$ cat config.mk
export PLATFORM = sky130hd
export DESIGN_NAME = typed_command_frame_parser
export DESIGN_NICKNAME = d
export VERILOG_FILES = /design/src/design/tcfp_pkg.sv /design/src/design/typed_command_frame_parser.sv
export VERILOG_INCLUDE_DIRS = /design/src /design/src/design
export SDC_FILE = /design/constraint.sdc
export NUM_CORES = 1
export LEC_CHECK = 0
export ABC_AREA = 1
export BUFFER_PORTS_ARGS = -buffer_cell sky130_fd_sc_hd__buf_2
export CAP_MARGIN = 20
export CORE_MARGIN = 2
export CORE_UTILIZATION = 25
export CTS_CLUSTER_DIAMETER = 100
export DETAILED_ROUTE_END_ITERATION = 10
export PLACE_DENSITY = 0.49
export SYNTH_ARGS = -nofsm -noshare
export SYNTH_HDL_FRONTEND = slang
export SYNTH_SLANG_ARGS = --single-unit
export TNS_END_PERCENT = 20
$ cat constraint.sdc
create_clock -name clk -period 3.4 [get_ports clk]
set_input_delay 0.68 -clock clk [delete_from_list [all_inputs] [get_ports clk]]
set_output_delay 0.68 -clock clk [all_outputs]
set_load 0.02 [all_outputs]
$ cat src/design/typed_command_frame_parser_defines.svh
// assertion macros shared by the frame parser rtl
`ifndef TYPED_COMMAND_FRAME_PARSER_DEFINES_SVH
`define TYPED_COMMAND_FRAME_PARSER_DEFINES_SVH

// same-cycle implication, sampled on clk, off while in reset
`define TCFP_ASSERT_NOW(label, ante, cons, msg) \
    label: assert property (@(posedge clk) disable iff (!rst_n) (ante) |-> (cons)) \
        else $error(msg);

// next-cycle implication, sampled on clk, off while in reset
`define TCFP_ASSERT_NEXT(label, ante, cons, msg) \
    label: assert property (@(posedge clk) disable iff (!rst_n) (ante) |=> (cons)) \
        else $error(msg);

`endif

$ cat src/design/tcfp_pkg.sv
// ---------------------------------------------------------------------------
// tcfp_pkg
// Types, codes and fixed command tables for the typed command frame parser.
// ---------------------------------------------------------------------------
`timescale 1ns / 1ps
`default_nettype none

package tcfp_pkg;

    // parser phase, one-hot
    typedef enum logic [7:0] {
        PH_CMD    = 8'b0000_0001,
        PH_HDR    = 8'b0000_0010,
        PH_TAG    = 8'b0000_0100,
        PH_SCALAR = 8'b0000_1000,
        PH_MODE   = 8'b0001_0000,
        PH_ELEM   = 8'b0010_0000,
        PH_ADDR   = 8'b0100_0000,
        PH_SKIP   = 8'b1000_0000
    } phase_t;

    // record kinds
    localparam logic [1:0] KIND_SCALAR = 2'd0;
    localparam logic [1:0] KIND_ELEM   = 2'd1;
    localparam logic [1:0] KIND_ADDR   = 2'd2;
    localparam logic [1:0] KIND_STATUS = 2'd3;

    // frame status codes
    localparam logic [2:0] ST_OK      = 3'd0;
    localparam logic [2:0] ST_UNKNOWN = 3'd1;
    localparam logic [2:0] ST_NOREPLY = 3'd2;
    localparam logic [2:0] ST_COUNT   = 3'd3;
    localparam logic [2:0] ST_DECODE  = 3'd4;
    localparam logic [2:0] ST_SHORT   = 3'd5;

    // argument type codes
    localparam logic [3:0] TY_U8      = 4'd0;
    localparam logic [3:0] TY_U16     = 4'd1;
    localparam logic [3:0] TY_U32     = 4'd2;
    localparam logic [3:0] TY_U8_ARR  = 4'd3;
    localparam logic [3:0] TY_U16_ARR = 4'd4;
    localparam logic [3:0] TY_INT     = 4'd6;
    localparam logic [3:0] TY_MAX     = 4'd7;
    localparam logic [3:0] TY_NONE    = 4'd15;

    // command space
    localparam logic [7:0] CMD_NOREPLY = 8'd10;
    localparam logic [7:0] NUM_CMD     = 8'd10;
    localparam int         NUM_COLS    = 8;

    // mode byte fields
    localparam logic [7:0] MODE_ARRAY = 8'h80;
    localparam logic [7:0] MODE_LEN   = 8'h7F;

    // expected argument count per command
    localparam logic [4:0] ARG_COUNT [0:9] = '{
        5'd3, 5'd3, 5'd4, 5'd4, 5'd3, 5'd3, 5'd4, 5'd1, 5'd1, 5'd8
    };

    // expected argument type per command and position
    localparam logic [3:0] TYPE_TABLE [0:79] = '{
        4'd0, 4'd1, 4'd0, 4'd0, 4'd0, 4'd0, 4'd0, 4'd0,
        4'd0, 4'd1, 4'd3, 4'd0, 4'd0, 4'd0, 4'd0, 4'd0,
        4'd0, 4'd1, 4'd3, 4'd1, 4'd0, 4'd0, 4'd0, 4'd0,
        4'd0, 4'd1, 4'd1, 4'd3, 4'd0, 4'd0, 4'd0, 4'd0,
        4'd0, 4'd1, 4'd0, 4'd0, 4'd0, 4'd0, 4'd0, 4'd0,
        4'd0, 4'd1, 4'd3, 4'd0, 4'd0, 4'd0, 4'd0, 4'd0,
        4'd0, 4'd1, 4'd3, 4'd1, 4'd0, 4'd0, 4'd0, 4'd0,
        4'd3, 4'd0, 4'd0, 4'd0, 4'd0, 4'd0, 4'd0, 4'd0,
        4'd4, 4'd0, 4'd0, 4'd0, 4'd0, 4'd0, 4'd0, 4'd0,
        4'd6, 4'd0, 4'd1, 4'd2, 4'd3, 4'd4, 4'd5, 4'd7
    };

    // one result item
    typedef struct packed {
        logic [1:0]  kind;
        logic [7:0]  cmd;
        logic [4:0]  arg_idx;
        logic [3:0]  arg_ty;
        logic [31:0] val;
        logic [6:0]  elem_idx;
        logic [2:0]  st;
        logic        is_last;
    } record_t;

    // element byte count of an array type
    function automatic logic [2:0] elem_bytes(input logic [3:0] ty);
        logic [2:0] sz;
        begin
            if (ty == TY_U8_ARR) begin
                sz = 3'd1;
            end else if (ty == TY_U16_ARR) begin
                sz = 3'd2;
            end else begin
                sz = 3'd4;
            end
            return sz;
        end
    endfunction

endpackage

`default_nettype wire

$ cat src/design/typed_command_frame_parser.sv
// ---------------------------------------------------------------------------
// typed_command_frame_parser
// Byte-wide parser for typed command frames: checks header and tags against
// a fixed command table and emits scalar, element, address and status items.
// ---------------------------------------------------------------------------
//
//  channel | handshake               | payload
//  --------+-------------------------+------------------------------------------
//  input   | item_valid / item_ready | data_byte, frame_end
//  output  | rec_valid / rec_ready   | record_kind, command_code, arg_index,
//          |                         | arg_type, value, element_index, status,
//          |                         | last
//
//  one input item per cycle while item_ready is high; parse state updates at the accepting edge
//  an item yields zero, one or two result items, written into a four-entry
//  result queue at the accepting edge; with an empty queue the first result is visible the cycle after acceptance
//  item_ready is high while the queue holds at most two items
//  a stalled output only blocks input once the queue reaches three items
//  reset returns to waiting for a command byte and empties the queue
//
`timescale 1ns / 1ps
`default_nettype none

`include "typed_command_frame_parser_defines.svh"

module typed_command_frame_parser #(
    parameter int MAX_ARGS = 8
) (
    input  wire logic        clk,
    input  wire logic        rst_n,
    input  wire logic        item_valid,
    output logic             item_ready,
    input  wire logic [7:0]  data_byte,
    input  wire logic        frame_end,
    output logic             rec_valid,
    input  wire logic        rec_ready,
    output logic [1:0]       record_kind,
    output logic [7:0]       command_code,
    output logic [4:0]       arg_index,
    output logic [3:0]       arg_type,
    output logic [31:0]      value,
    output logic [6:0]       element_index,
    output logic [2:0]       status,
    output logic             last
);

    localparam int QDEPTH = 4;

    // parse state
    tcfp_pkg::phase_t phase_reg, phase_next;
    logic [7:0]  command_reg, command_next;
    logic [4:0]  args_exp_reg, args_exp_next;
    logic [4:0]  arg_cnt_reg, arg_cnt_next;
    logic [3:0]  exp_type_reg, exp_type_next;
    logic [2:0]  byte_cnt_reg, byte_cnt_next;
    logic [31:0] acc_reg, acc_next;
    logic [6:0]  array_len_reg, array_len_next;
    logic [6:0]  elem_cnt_reg, elem_cnt_next;
    logic [2:0]  err_reg, err_next;

    // step outputs
    logic                 data_v;
    tcfp_pkg::record_t    data_rec;
    logic                 stat_v;
    tcfp_pkg::record_t    stat_rec;
    logic                 adv_arg;
    logic [4:0]           arg_inc;
    logic [4:0]           hdr_cnt;
    logic [31:0]          acc_shift;
    logic [2:0]           byte_dec;
    logic [6:0]           elem_inc;
    logic [2:0]           stat_code;

    // result queue
    tcfp_pkg::record_t    queue_reg [0:QDEPTH-1];
    logic [1:0]           wr_ptr_reg, rd_ptr_reg;
    logic [2:0]           count_reg;
    logic                 item_fire;
    logic                 rec_fire;
    logic [1:0]           push_n;

    // table lookup of the expected type at one argument position
    function automatic logic [3:0] lookup_type(input logic [7:0] cmd, input logic [4:0] idx);
        logic [3:0] ty;
        logic [6:0] tidx;
        begin
            tidx = {cmd[3:0], idx[2:0]};
            if (cmd >= tcfp_pkg::NUM_CMD || int'(idx) >= tcfp_pkg::NUM_COLS
                || int'(idx) >= MAX_ARGS) begin
                ty = tcfp_pkg::TY_NONE;
            end else begin
                ty = tcfp_pkg::TYPE_TABLE[tidx];
            end
            return ty;
        end
    endfunction

    assign item_fire = item_valid && item_ready;
    assign rec_fire  = rec_valid && rec_ready;

    // one parse step for the offered byte
    always_comb
    begin
        phase_next     = phase_reg;
        command_next   = command_reg;
        args_exp_next  = args_exp_reg;
        arg_cnt_next   = arg_cnt_reg;
        exp_type_next  = exp_type_reg;
        byte_cnt_next  = byte_cnt_reg;
        acc_next       = acc_reg;
        array_len_next = array_len_reg;
        elem_cnt_next  = elem_cnt_reg;
        err_next       = err_reg;
        data_v         = 1'b0;
        adv_arg        = 1'b0;
        arg_inc        = arg_cnt_reg + 5'd1;
        hdr_cnt        = data_byte[7:3];
        acc_shift      = {acc_reg[23:0], data_byte};
        byte_dec       = byte_cnt_reg - 3'd1;
        elem_inc       = elem_cnt_reg + 7'd1;
        stat_code      = tcfp_pkg::ST_OK;

        data_rec          = '0;
        data_rec.cmd      = command_reg;
        data_rec.arg_idx  = arg_cnt_reg;
        data_rec.arg_ty   = exp_type_reg;
        data_rec.val      = acc_shift;

        case (phase_reg)
            tcfp_pkg::PH_CMD:
            begin
                args_exp_next  = '0;
                arg_cnt_next   = '0;
                exp_type_next  = '0;
                byte_cnt_next  = '0;
                acc_next       = '0;
                array_len_next = '0;
                elem_cnt_next  = '0;
                err_next       = tcfp_pkg::ST_OK;
                command_next   = data_byte;
                phase_next     = tcfp_pkg::PH_HDR;
            end
            tcfp_pkg::PH_HDR:
            begin
                if (command_reg > tcfp_pkg::CMD_NOREPLY) begin
                    err_next = tcfp_pkg::ST_UNKNOWN;
                end else if (command_reg == tcfp_pkg::CMD_NOREPLY) begin
                    err_next = tcfp_pkg::ST_NOREPLY;
                end else if (hdr_cnt != tcfp_pkg::ARG_COUNT[command_reg[3:0]]
                             || int'(hdr_cnt) > MAX_ARGS) begin
                    err_next = tcfp_pkg::ST_COUNT;
                end
                if (err_next != tcfp_pkg::ST_OK) begin
                    phase_next = tcfp_pkg::PH_SKIP;
                end else begin
                    args_exp_next = hdr_cnt;
                    arg_cnt_next  = '0;
                    exp_type_next = lookup_type(command_reg, 5'd0);
                    phase_next    = tcfp_pkg::PH_TAG;
                end
            end
            tcfp_pkg::PH_TAG:
            begin
                if (exp_type_reg > tcfp_pkg::TY_MAX || data_byte != {4'd0, exp_type_reg}) begin
                    err_next   = tcfp_pkg::ST_DECODE;
                    phase_next = tcfp_pkg::PH_SKIP;
                end else begin
                    acc_next = '0;
                    if (exp_type_reg == tcfp_pkg::TY_U8) begin
                        byte_cnt_next = 3'd1;
                        phase_next    = tcfp_pkg::PH_SCALAR;
                    end else if (exp_type_reg == tcfp_pkg::TY_U16) begin
                        byte_cnt_next = 3'd2;
                        phase_next    = tcfp_pkg::PH_SCALAR;
                    end else if (exp_type_reg == tcfp_pkg::TY_U32
                                 || exp_type_reg == tcfp_pkg::TY_INT) begin
                        byte_cnt_next = 3'd4;
                        phase_next    = tcfp_pkg::PH_SCALAR;
                    end else begin
                        phase_next = tcfp_pkg::PH_MODE;
                    end
                end
            end
            tcfp_pkg::PH_SCALAR:
            begin
                acc_next      = acc_shift;
                byte_cnt_next = byte_dec;
                if (byte_dec == 3'd0) begin
                    data_v        = 1'b1;
                    data_rec.kind = tcfp_pkg::KIND_SCALAR;
                    adv_arg       = 1'b1;
                end
            end
            tcfp_pkg::PH_MODE:
            begin
                acc_next = '0;
                if ((data_byte & tcfp_pkg::MODE_ARRAY) != 8'd0) begin
                    array_len_next = data_byte[6:0] & tcfp_pkg::MODE_LEN[6:0];
                    elem_cnt_next  = '0;
                    if (array_len_next == 7'd0) begin
                        adv_arg = 1'b1;
                    end else begin
                        byte_cnt_next = tcfp_pkg::elem_bytes(exp_type_reg);
                        phase_next    = tcfp_pkg::PH_ELEM;
                    end
                end else begin
                    byte_cnt_next = 3'd4;
                    phase_next    = tcfp_pkg::PH_ADDR;
                end
            end
            tcfp_pkg::PH_ELEM:
            begin
                acc_next      = acc_shift;
                byte_cnt_next = byte_dec;
                if (byte_dec == 3'd0) begin
                    data_v            = 1'b1;
                    data_rec.kind     = tcfp_pkg::KIND_ELEM;
                    data_rec.elem_idx = elem_cnt_reg;
                    elem_cnt_next     = elem_inc;
                    acc_next          = '0;
                    if (elem_inc >= array_len_reg) begin
                        adv_arg = 1'b1;
                    end else begin
                        byte_cnt_next = tcfp_pkg::elem_bytes(exp_type_reg);
                    end
                end
            end
            tcfp_pkg::PH_ADDR:
            begin
                acc_next      = acc_shift;
                byte_cnt_next = byte_dec;
                if (byte_dec == 3'd0) begin
                    data_v        = 1'b1;
                    data_rec.kind = tcfp_pkg::KIND_ADDR;
                    adv_arg       = 1'b1;
                end
            end
            tcfp_pkg::PH_SKIP:
            begin
                phase_next = tcfp_pkg::PH_SKIP;
            end
            default:
            begin
                phase_next = tcfp_pkg::PH_SKIP;
            end
        endcase

        // move on to the next argument or finish the argument list
        if (adv_arg) begin
            arg_cnt_next = arg_inc;
            if (arg_inc >= args_exp_reg) begin
                phase_next = tcfp_pkg::PH_SKIP;
            end else begin
                exp_type_next = lookup_type(command_reg, arg_inc);
                phase_next    = tcfp_pkg::PH_TAG;
            end
        end

        // frame status
        if (phase_reg == tcfp_pkg::PH_CMD) begin
            stat_code = tcfp_pkg::ST_SHORT;
        end else if (err_next != tcfp_pkg::ST_OK) begin
            stat_code = err_next;
        end else if (phase_next == tcfp_pkg::PH_SKIP) begin
            stat_code = tcfp_pkg::ST_OK;
        end else begin
            stat_code = tcfp_pkg::ST_DECODE;
        end
        stat_v           = frame_end;
        stat_rec         = '0;
        stat_rec.kind    = tcfp_pkg::KIND_STATUS;
        stat_rec.cmd     = command_next;
        stat_rec.arg_idx = arg_cnt_next;
        stat_rec.st      = stat_code;
        stat_rec.is_last = 1'b1;

        // frame end clears the frame, command stays
        if (frame_end) begin
            phase_next     = tcfp_pkg::PH_CMD;
            args_exp_next  = '0;
            arg_cnt_next   = '0;
            exp_type_next  = '0;
            byte_cnt_next  = '0;
            acc_next       = '0;
            array_len_next = '0;
            elem_cnt_next  = '0;
            err_next       = tcfp_pkg::ST_OK;
        end
    end

    // parse state registers
    always_ff @(posedge clk or negedge rst_n)
    begin
        if (!rst_n) begin
            phase_reg     <= tcfp_pkg::PH_CMD;
            command_reg   <= '0;
            args_exp_reg  <= '0;
            arg_cnt_reg   <= '0;
            exp_type_reg  <= '0;
            byte_cnt_reg  <= '0;
            acc_reg       <= '0;
            array_len_reg <= '0;
            elem_cnt_reg  <= '0;
            err_reg       <= '0;
        end else if (item_fire) begin
            phase_reg     <= phase_next;
            command_reg   <= command_next;
            args_exp_reg  <= args_exp_next;
            arg_cnt_reg   <= arg_cnt_next;
            exp_type_reg  <= exp_type_next;
            byte_cnt_reg  <= byte_cnt_next;
            acc_reg       <= acc_next;
            array_len_reg <= array_len_next;
            elem_cnt_reg  <= elem_cnt_next;
            err_reg       <= err_next;
        end
    end

    // result queue control
    assign item_ready = (count_reg < 3'd3);
    assign push_n     = item_fire ? ({1'b0, data_v} + {1'b0, stat_v}) : 2'd0;

    always_ff @(posedge clk or negedge rst_n)
    begin
        if (!rst_n) begin
            wr_ptr_reg <= '0;
            rd_ptr_reg <= '0;
            count_reg  <= '0;
        end else begin
            wr_ptr_reg <= wr_ptr_reg + push_n;
            if (rec_fire) begin
                rd_ptr_reg <= rd_ptr_reg + 2'd1;
            end
            count_reg <= count_reg + {1'b0, push_n} - {2'd0, rec_fire};
        end
    end

    // result queue storage, data item first then status
    always_ff @(posedge clk)
    begin
        if (item_fire) begin
            if (data_v) begin
                queue_reg[wr_ptr_reg] <= data_rec;
                if (stat_v) begin
                    queue_reg[wr_ptr_reg + 2'd1] <= stat_rec;
                end
            end else if (stat_v) begin
                queue_reg[wr_ptr_reg] <= stat_rec;
            end
        end
    end

    // output fields from the queue head
    assign rec_valid     = (count_reg != 3'd0);
    assign record_kind   = queue_reg[rd_ptr_reg].kind;
    assign command_code  = queue_reg[rd_ptr_reg].cmd;
    assign arg_index     = queue_reg[rd_ptr_reg].arg_idx;
    assign arg_type      = queue_reg[rd_ptr_reg].arg_ty;
    assign value         = queue_reg[rd_ptr_reg].val;
    assign element_index = queue_reg[rd_ptr_reg].elem_idx;
    assign status        = queue_reg[rd_ptr_reg].st;
    assign last          = queue_reg[rd_ptr_reg].is_last;

    // checks
    `TCFP_ASSERT_NOW(a_queue_bound, 1'b1, count_reg <= 3'(QDEPTH),
        "result queue count beyond depth")
    `TCFP_ASSERT_NEXT(a_end_restarts, item_fire && frame_end, phase_reg == tcfp_pkg::PH_CMD,
        "frame end did not return to command phase")
    `TCFP_ASSERT_NOW(a_elem_range, phase_reg == tcfp_pkg::PH_ELEM,
        array_len_reg != 7'd0 && elem_cnt_reg < array_len_reg,
        "element counter outside array length")
    `TCFP_ASSERT_NOW(a_last_is_status, rec_valid && last,
        record_kind == tcfp_pkg::KIND_STATUS, "last set on a data item")
    `TCFP_ASSERT_NOW(a_data_clean, rec_valid && record_kind != tcfp_pkg::KIND_STATUS,
        status == tcfp_pkg::ST_OK && !last, "data item carries status fields")

endmodule

`default_nettype wire
==> out/results.txt <==
R2R Setup Slk = 0.26 ns
Starting density of the core = 25.2%
Routability-driven placement congestion ratio = 0.899
Largest net degree at the start of global routing = 123
Worst Setup SP = elem_cnt_reg[0]$_DFFE_PN0P_
Critical path class = reg -> reg
Synth Cell Area = 0.0156 mm²
Routed Antenna Nets = 0
Gr ovfl total = 0
Drt pass-1 iters = 5
DR iter-0 viols = 1119
Synth warnings = 0
Post_cts resized = 0
#FFs+latches synth = 329
Synth Instances = 1962
Final hold violation count = 0
CP max stage cell = dfrtp_1
Layout Nets = 2047
Longest Clk Path Bufs = 3
Power per cell area = 884 mW/mm²
# diodes = 0
Number of global-route vias before repair = 13600
Total number of vias = 14100
RSZ-0062 raised after global routing = false
Worst Path Arrival = 3.54 ns
Maximum vdd drop = 0.369 mV
HPWL Detailed = 35.1 mm
Worst slew margin = 40.4%
Die width = 253 µm
Final worst-path cycle share = 92.5%
CP endpoint = queue_reg[3][3]$_DFFE_PP_
CP max stage delay = 0.44 ns
WL/cell = 18.6 µm
Final hold slack = 0.151 ns
Pins Over Slew Limit = 0
Status = completed
# setup viols final = 0
Clk root buf = clkbuf_16
HP Class = in -> async
H-tree depth = 2
CTS buffer count = 37
Worst Path Max Fanout = 10
Non-Filler Instances = 2872
Fin Clk Skew = 0.0212 ns
Setup crit end kind = flip-flop
Post-Syn Nets = 2003
Hold_buf cts = 0
Core box area = 0.0616 mm²
Clock Pin Slew Worst Setup and Hold Paths = 0.06 ns
Ys flop type = dfxtp_1
I/O pin count = 77
Fin Setup TNS = 0 ns
Max FFs per register = 248
Worst r2r path cells = 17
Reg2Reg Capture Point = queue_reg[3][3]$_DFFE_PP_
Crit path launch type = flip-flop
Most used cell, CP = nand2_1
Post-CTS Setup Bufs = 0
Routed vias/inst = 4.92
Tot GR Track Use = 16.4%
Max Fclk = 0.318 GHz
Core Util, Final = 29.8%
CP required = 3.79 ns
Final wirelength = 53.4 mm
Ys async rst share = 24.6%
Max cap viols = 0
First-pass GRT wire length = 82.0 mm
Reg-to-reg startpoint = elem_cnt_reg[0]$_DFFE_PN0P_
Die area = 0.0642 mm²
Layout cell share with drive strength beyond 1 = 11.5%
Cells along the critical path = ha_1, nand3_1, nor2_1, nand2_1, xor2_1, inv_1, ha_1, a21oi_1, o21a_1, nand3_1, nand2_1, nand3_2, inv_4, nand4_1, nand2_1, nand2_1, a21oi_1
Die height = 253 µm
Cell variety after synth = 48
Pleak = 7.63 nW
Initial antenna violation count = 3
Least-Margin Pin Slew = 0.885 ns
Port-buffer cells = 76
Area growth syn-to-layout = 17.9%
Placed cells = 2804
Worst-skew pair later-pin latency = 0.56 ns
Drc violations = 0
CTS tree = yes
Syn Area/Cell = 7.93 µm²
Clk sinks = 329
Post-synth EDFFs = 64
Row cnt = 91
Final min period = 3.14 ns
Sequential-to-total area share from yosys stat = 49.1%
worst min-delay path by stage:
stage / start / to / slack (ns) / depth (start not counted)
finish: rst_n / rd_ptr_reg[0]$_DFFE_PN0P_ / 0.15 / 2
global route: rst_n / rd_ptr_reg[0]$_DFFE_PN0P_ / 0.17 / 2
CTS: rst_n / rd_ptr_reg[0]$_DFFE_PN0P_ / 0.18 / 2
detailed placement: queue_reg[2][0]$_SDFFE_PP1P_ / queue_reg[2][0]$_SDFFE_PP1P_ / 0.44 / 2
global placement: queue_reg[0][7]$_SDFFE_PP0P_ / queue_reg[0][7]$_SDFFE_PP0P_ / 0.43 / 2
floorplan: rst_n / acc_reg[0]$_DFFE_PN0P_ / 0.38 / 0
where the power goes:
part / total (mW) / switching (mW) / internal (mW)
Combinational: 6.29 / 4.39 / 1.90
Clock: 4.40 / 1.73 / 2.67
Sequential: 5.51 / 0.499 / 5.01
Total: 16.2 / 6.62 / 9.58
placed cells by master, fill, tap and decap left out, types with 8 or more instances in the layout:
| cell | count |
|---|---|
| a21oi_1 | 163 |
| buf_12 | 11 |
| buf_2 | 75 |
| buf_4 | 40 |
| clkbuf_16 | 37 |
| clkbuf_8 | 8 |
| dfrtp_1 | 78 |
| dfxtp_1 | 184 |
| edfxtp_1 | 64 |
| ha_1 | 27 |
| inv_1 | 148 |
| inv_2 | 13 |
| nand2_1 | 336 |
| nand3_1 | 72 |
| nand4_1 | 12 |
| nor2_1 | 184 |
| nor3_1 | 13 |
| o21ai_0 | 346 |
| o21ai_1 | 10 |
| o22ai_1 | 99 |
| o31ai_1 | 11 |
| xor2_1 | 11 |
cell families after synthesis:
| logic type | synth area share, % |
|---|---|
| AOI/OAI and AO/OA | 23.2 |
| xor gates and xnor gates | 0.732 |
| adders and majority gates | 2.30 |
| buffers and inverters | 7.39 |
| DFF | 49.1 |
| and+or+nand+nor | 17.3 |
routing by layer:
layer / track usage, % / vias to the layer above / share of wire (%)
met5: 0 / - / 0.058
met4: 5.21 / 6 / 2.5
met3: 2.54 / 79 / 5.4
met2: 27.2 / 396 / 47
met1: 21.8 / 6817 / 45
li1: - / 6819 / -
layout make-up:
class | count | area [µm²]
tap | 837 | 1050
clock inverter | 19 | 302
inverter | 164 | 623
timing repair buffer | 126 | 896
sequential | 329 | 7640
fill | 6504 | 43300
multi-input combinational | 1348 | 6780
clock buffer | 49 | 1050
synth_stat cells, types with 27 or more instances:
cell	count	share of area (%)
a21oi_1	163	5.2
buf_2	31	1.0
clkbuf_1	79	1.9
dfrtp_1	80	13
dfxtp_1	184	24
edfxtp_1	64	12
ha_1	27	2.2
inv_1	150	3.6
nand2_1	337	8.1
nand3_1	73	2.3
nor2_1	184	4.4
o21ai_0	346	11
o22ai_1	99	4.0
stage by stage:
step	total power, mW	setup WS, ns	cell area, µm²
final	16.2	0.255	18300
after global routing	17.3	0.00948	18300
after CTS	16.4	0.223	18300
after detailed placement	11.9	0.241	17000
after global placement	11.8	0.317	17000
after floorplan	9.63	0.308	15600
worst max-delay path, delay by kind of cell (launching register included):
| family | cells | cell delay [ns] |
|---|---|---|
| flip-flops | 1 | 0.44 |
| AND/OR/NAND/NOR | 9 | 1.10 |
| AO/OA/AOI/OAI | 3 | 0.49 |
| adder cells (fa/ha/maj) | 2 | 0.53 |
| buffers and inverters | 2 | 0.27 |
| XOR/XNOR | 1 | 0.15 |
Note: power is estimated with default switching activity, not from simulation.
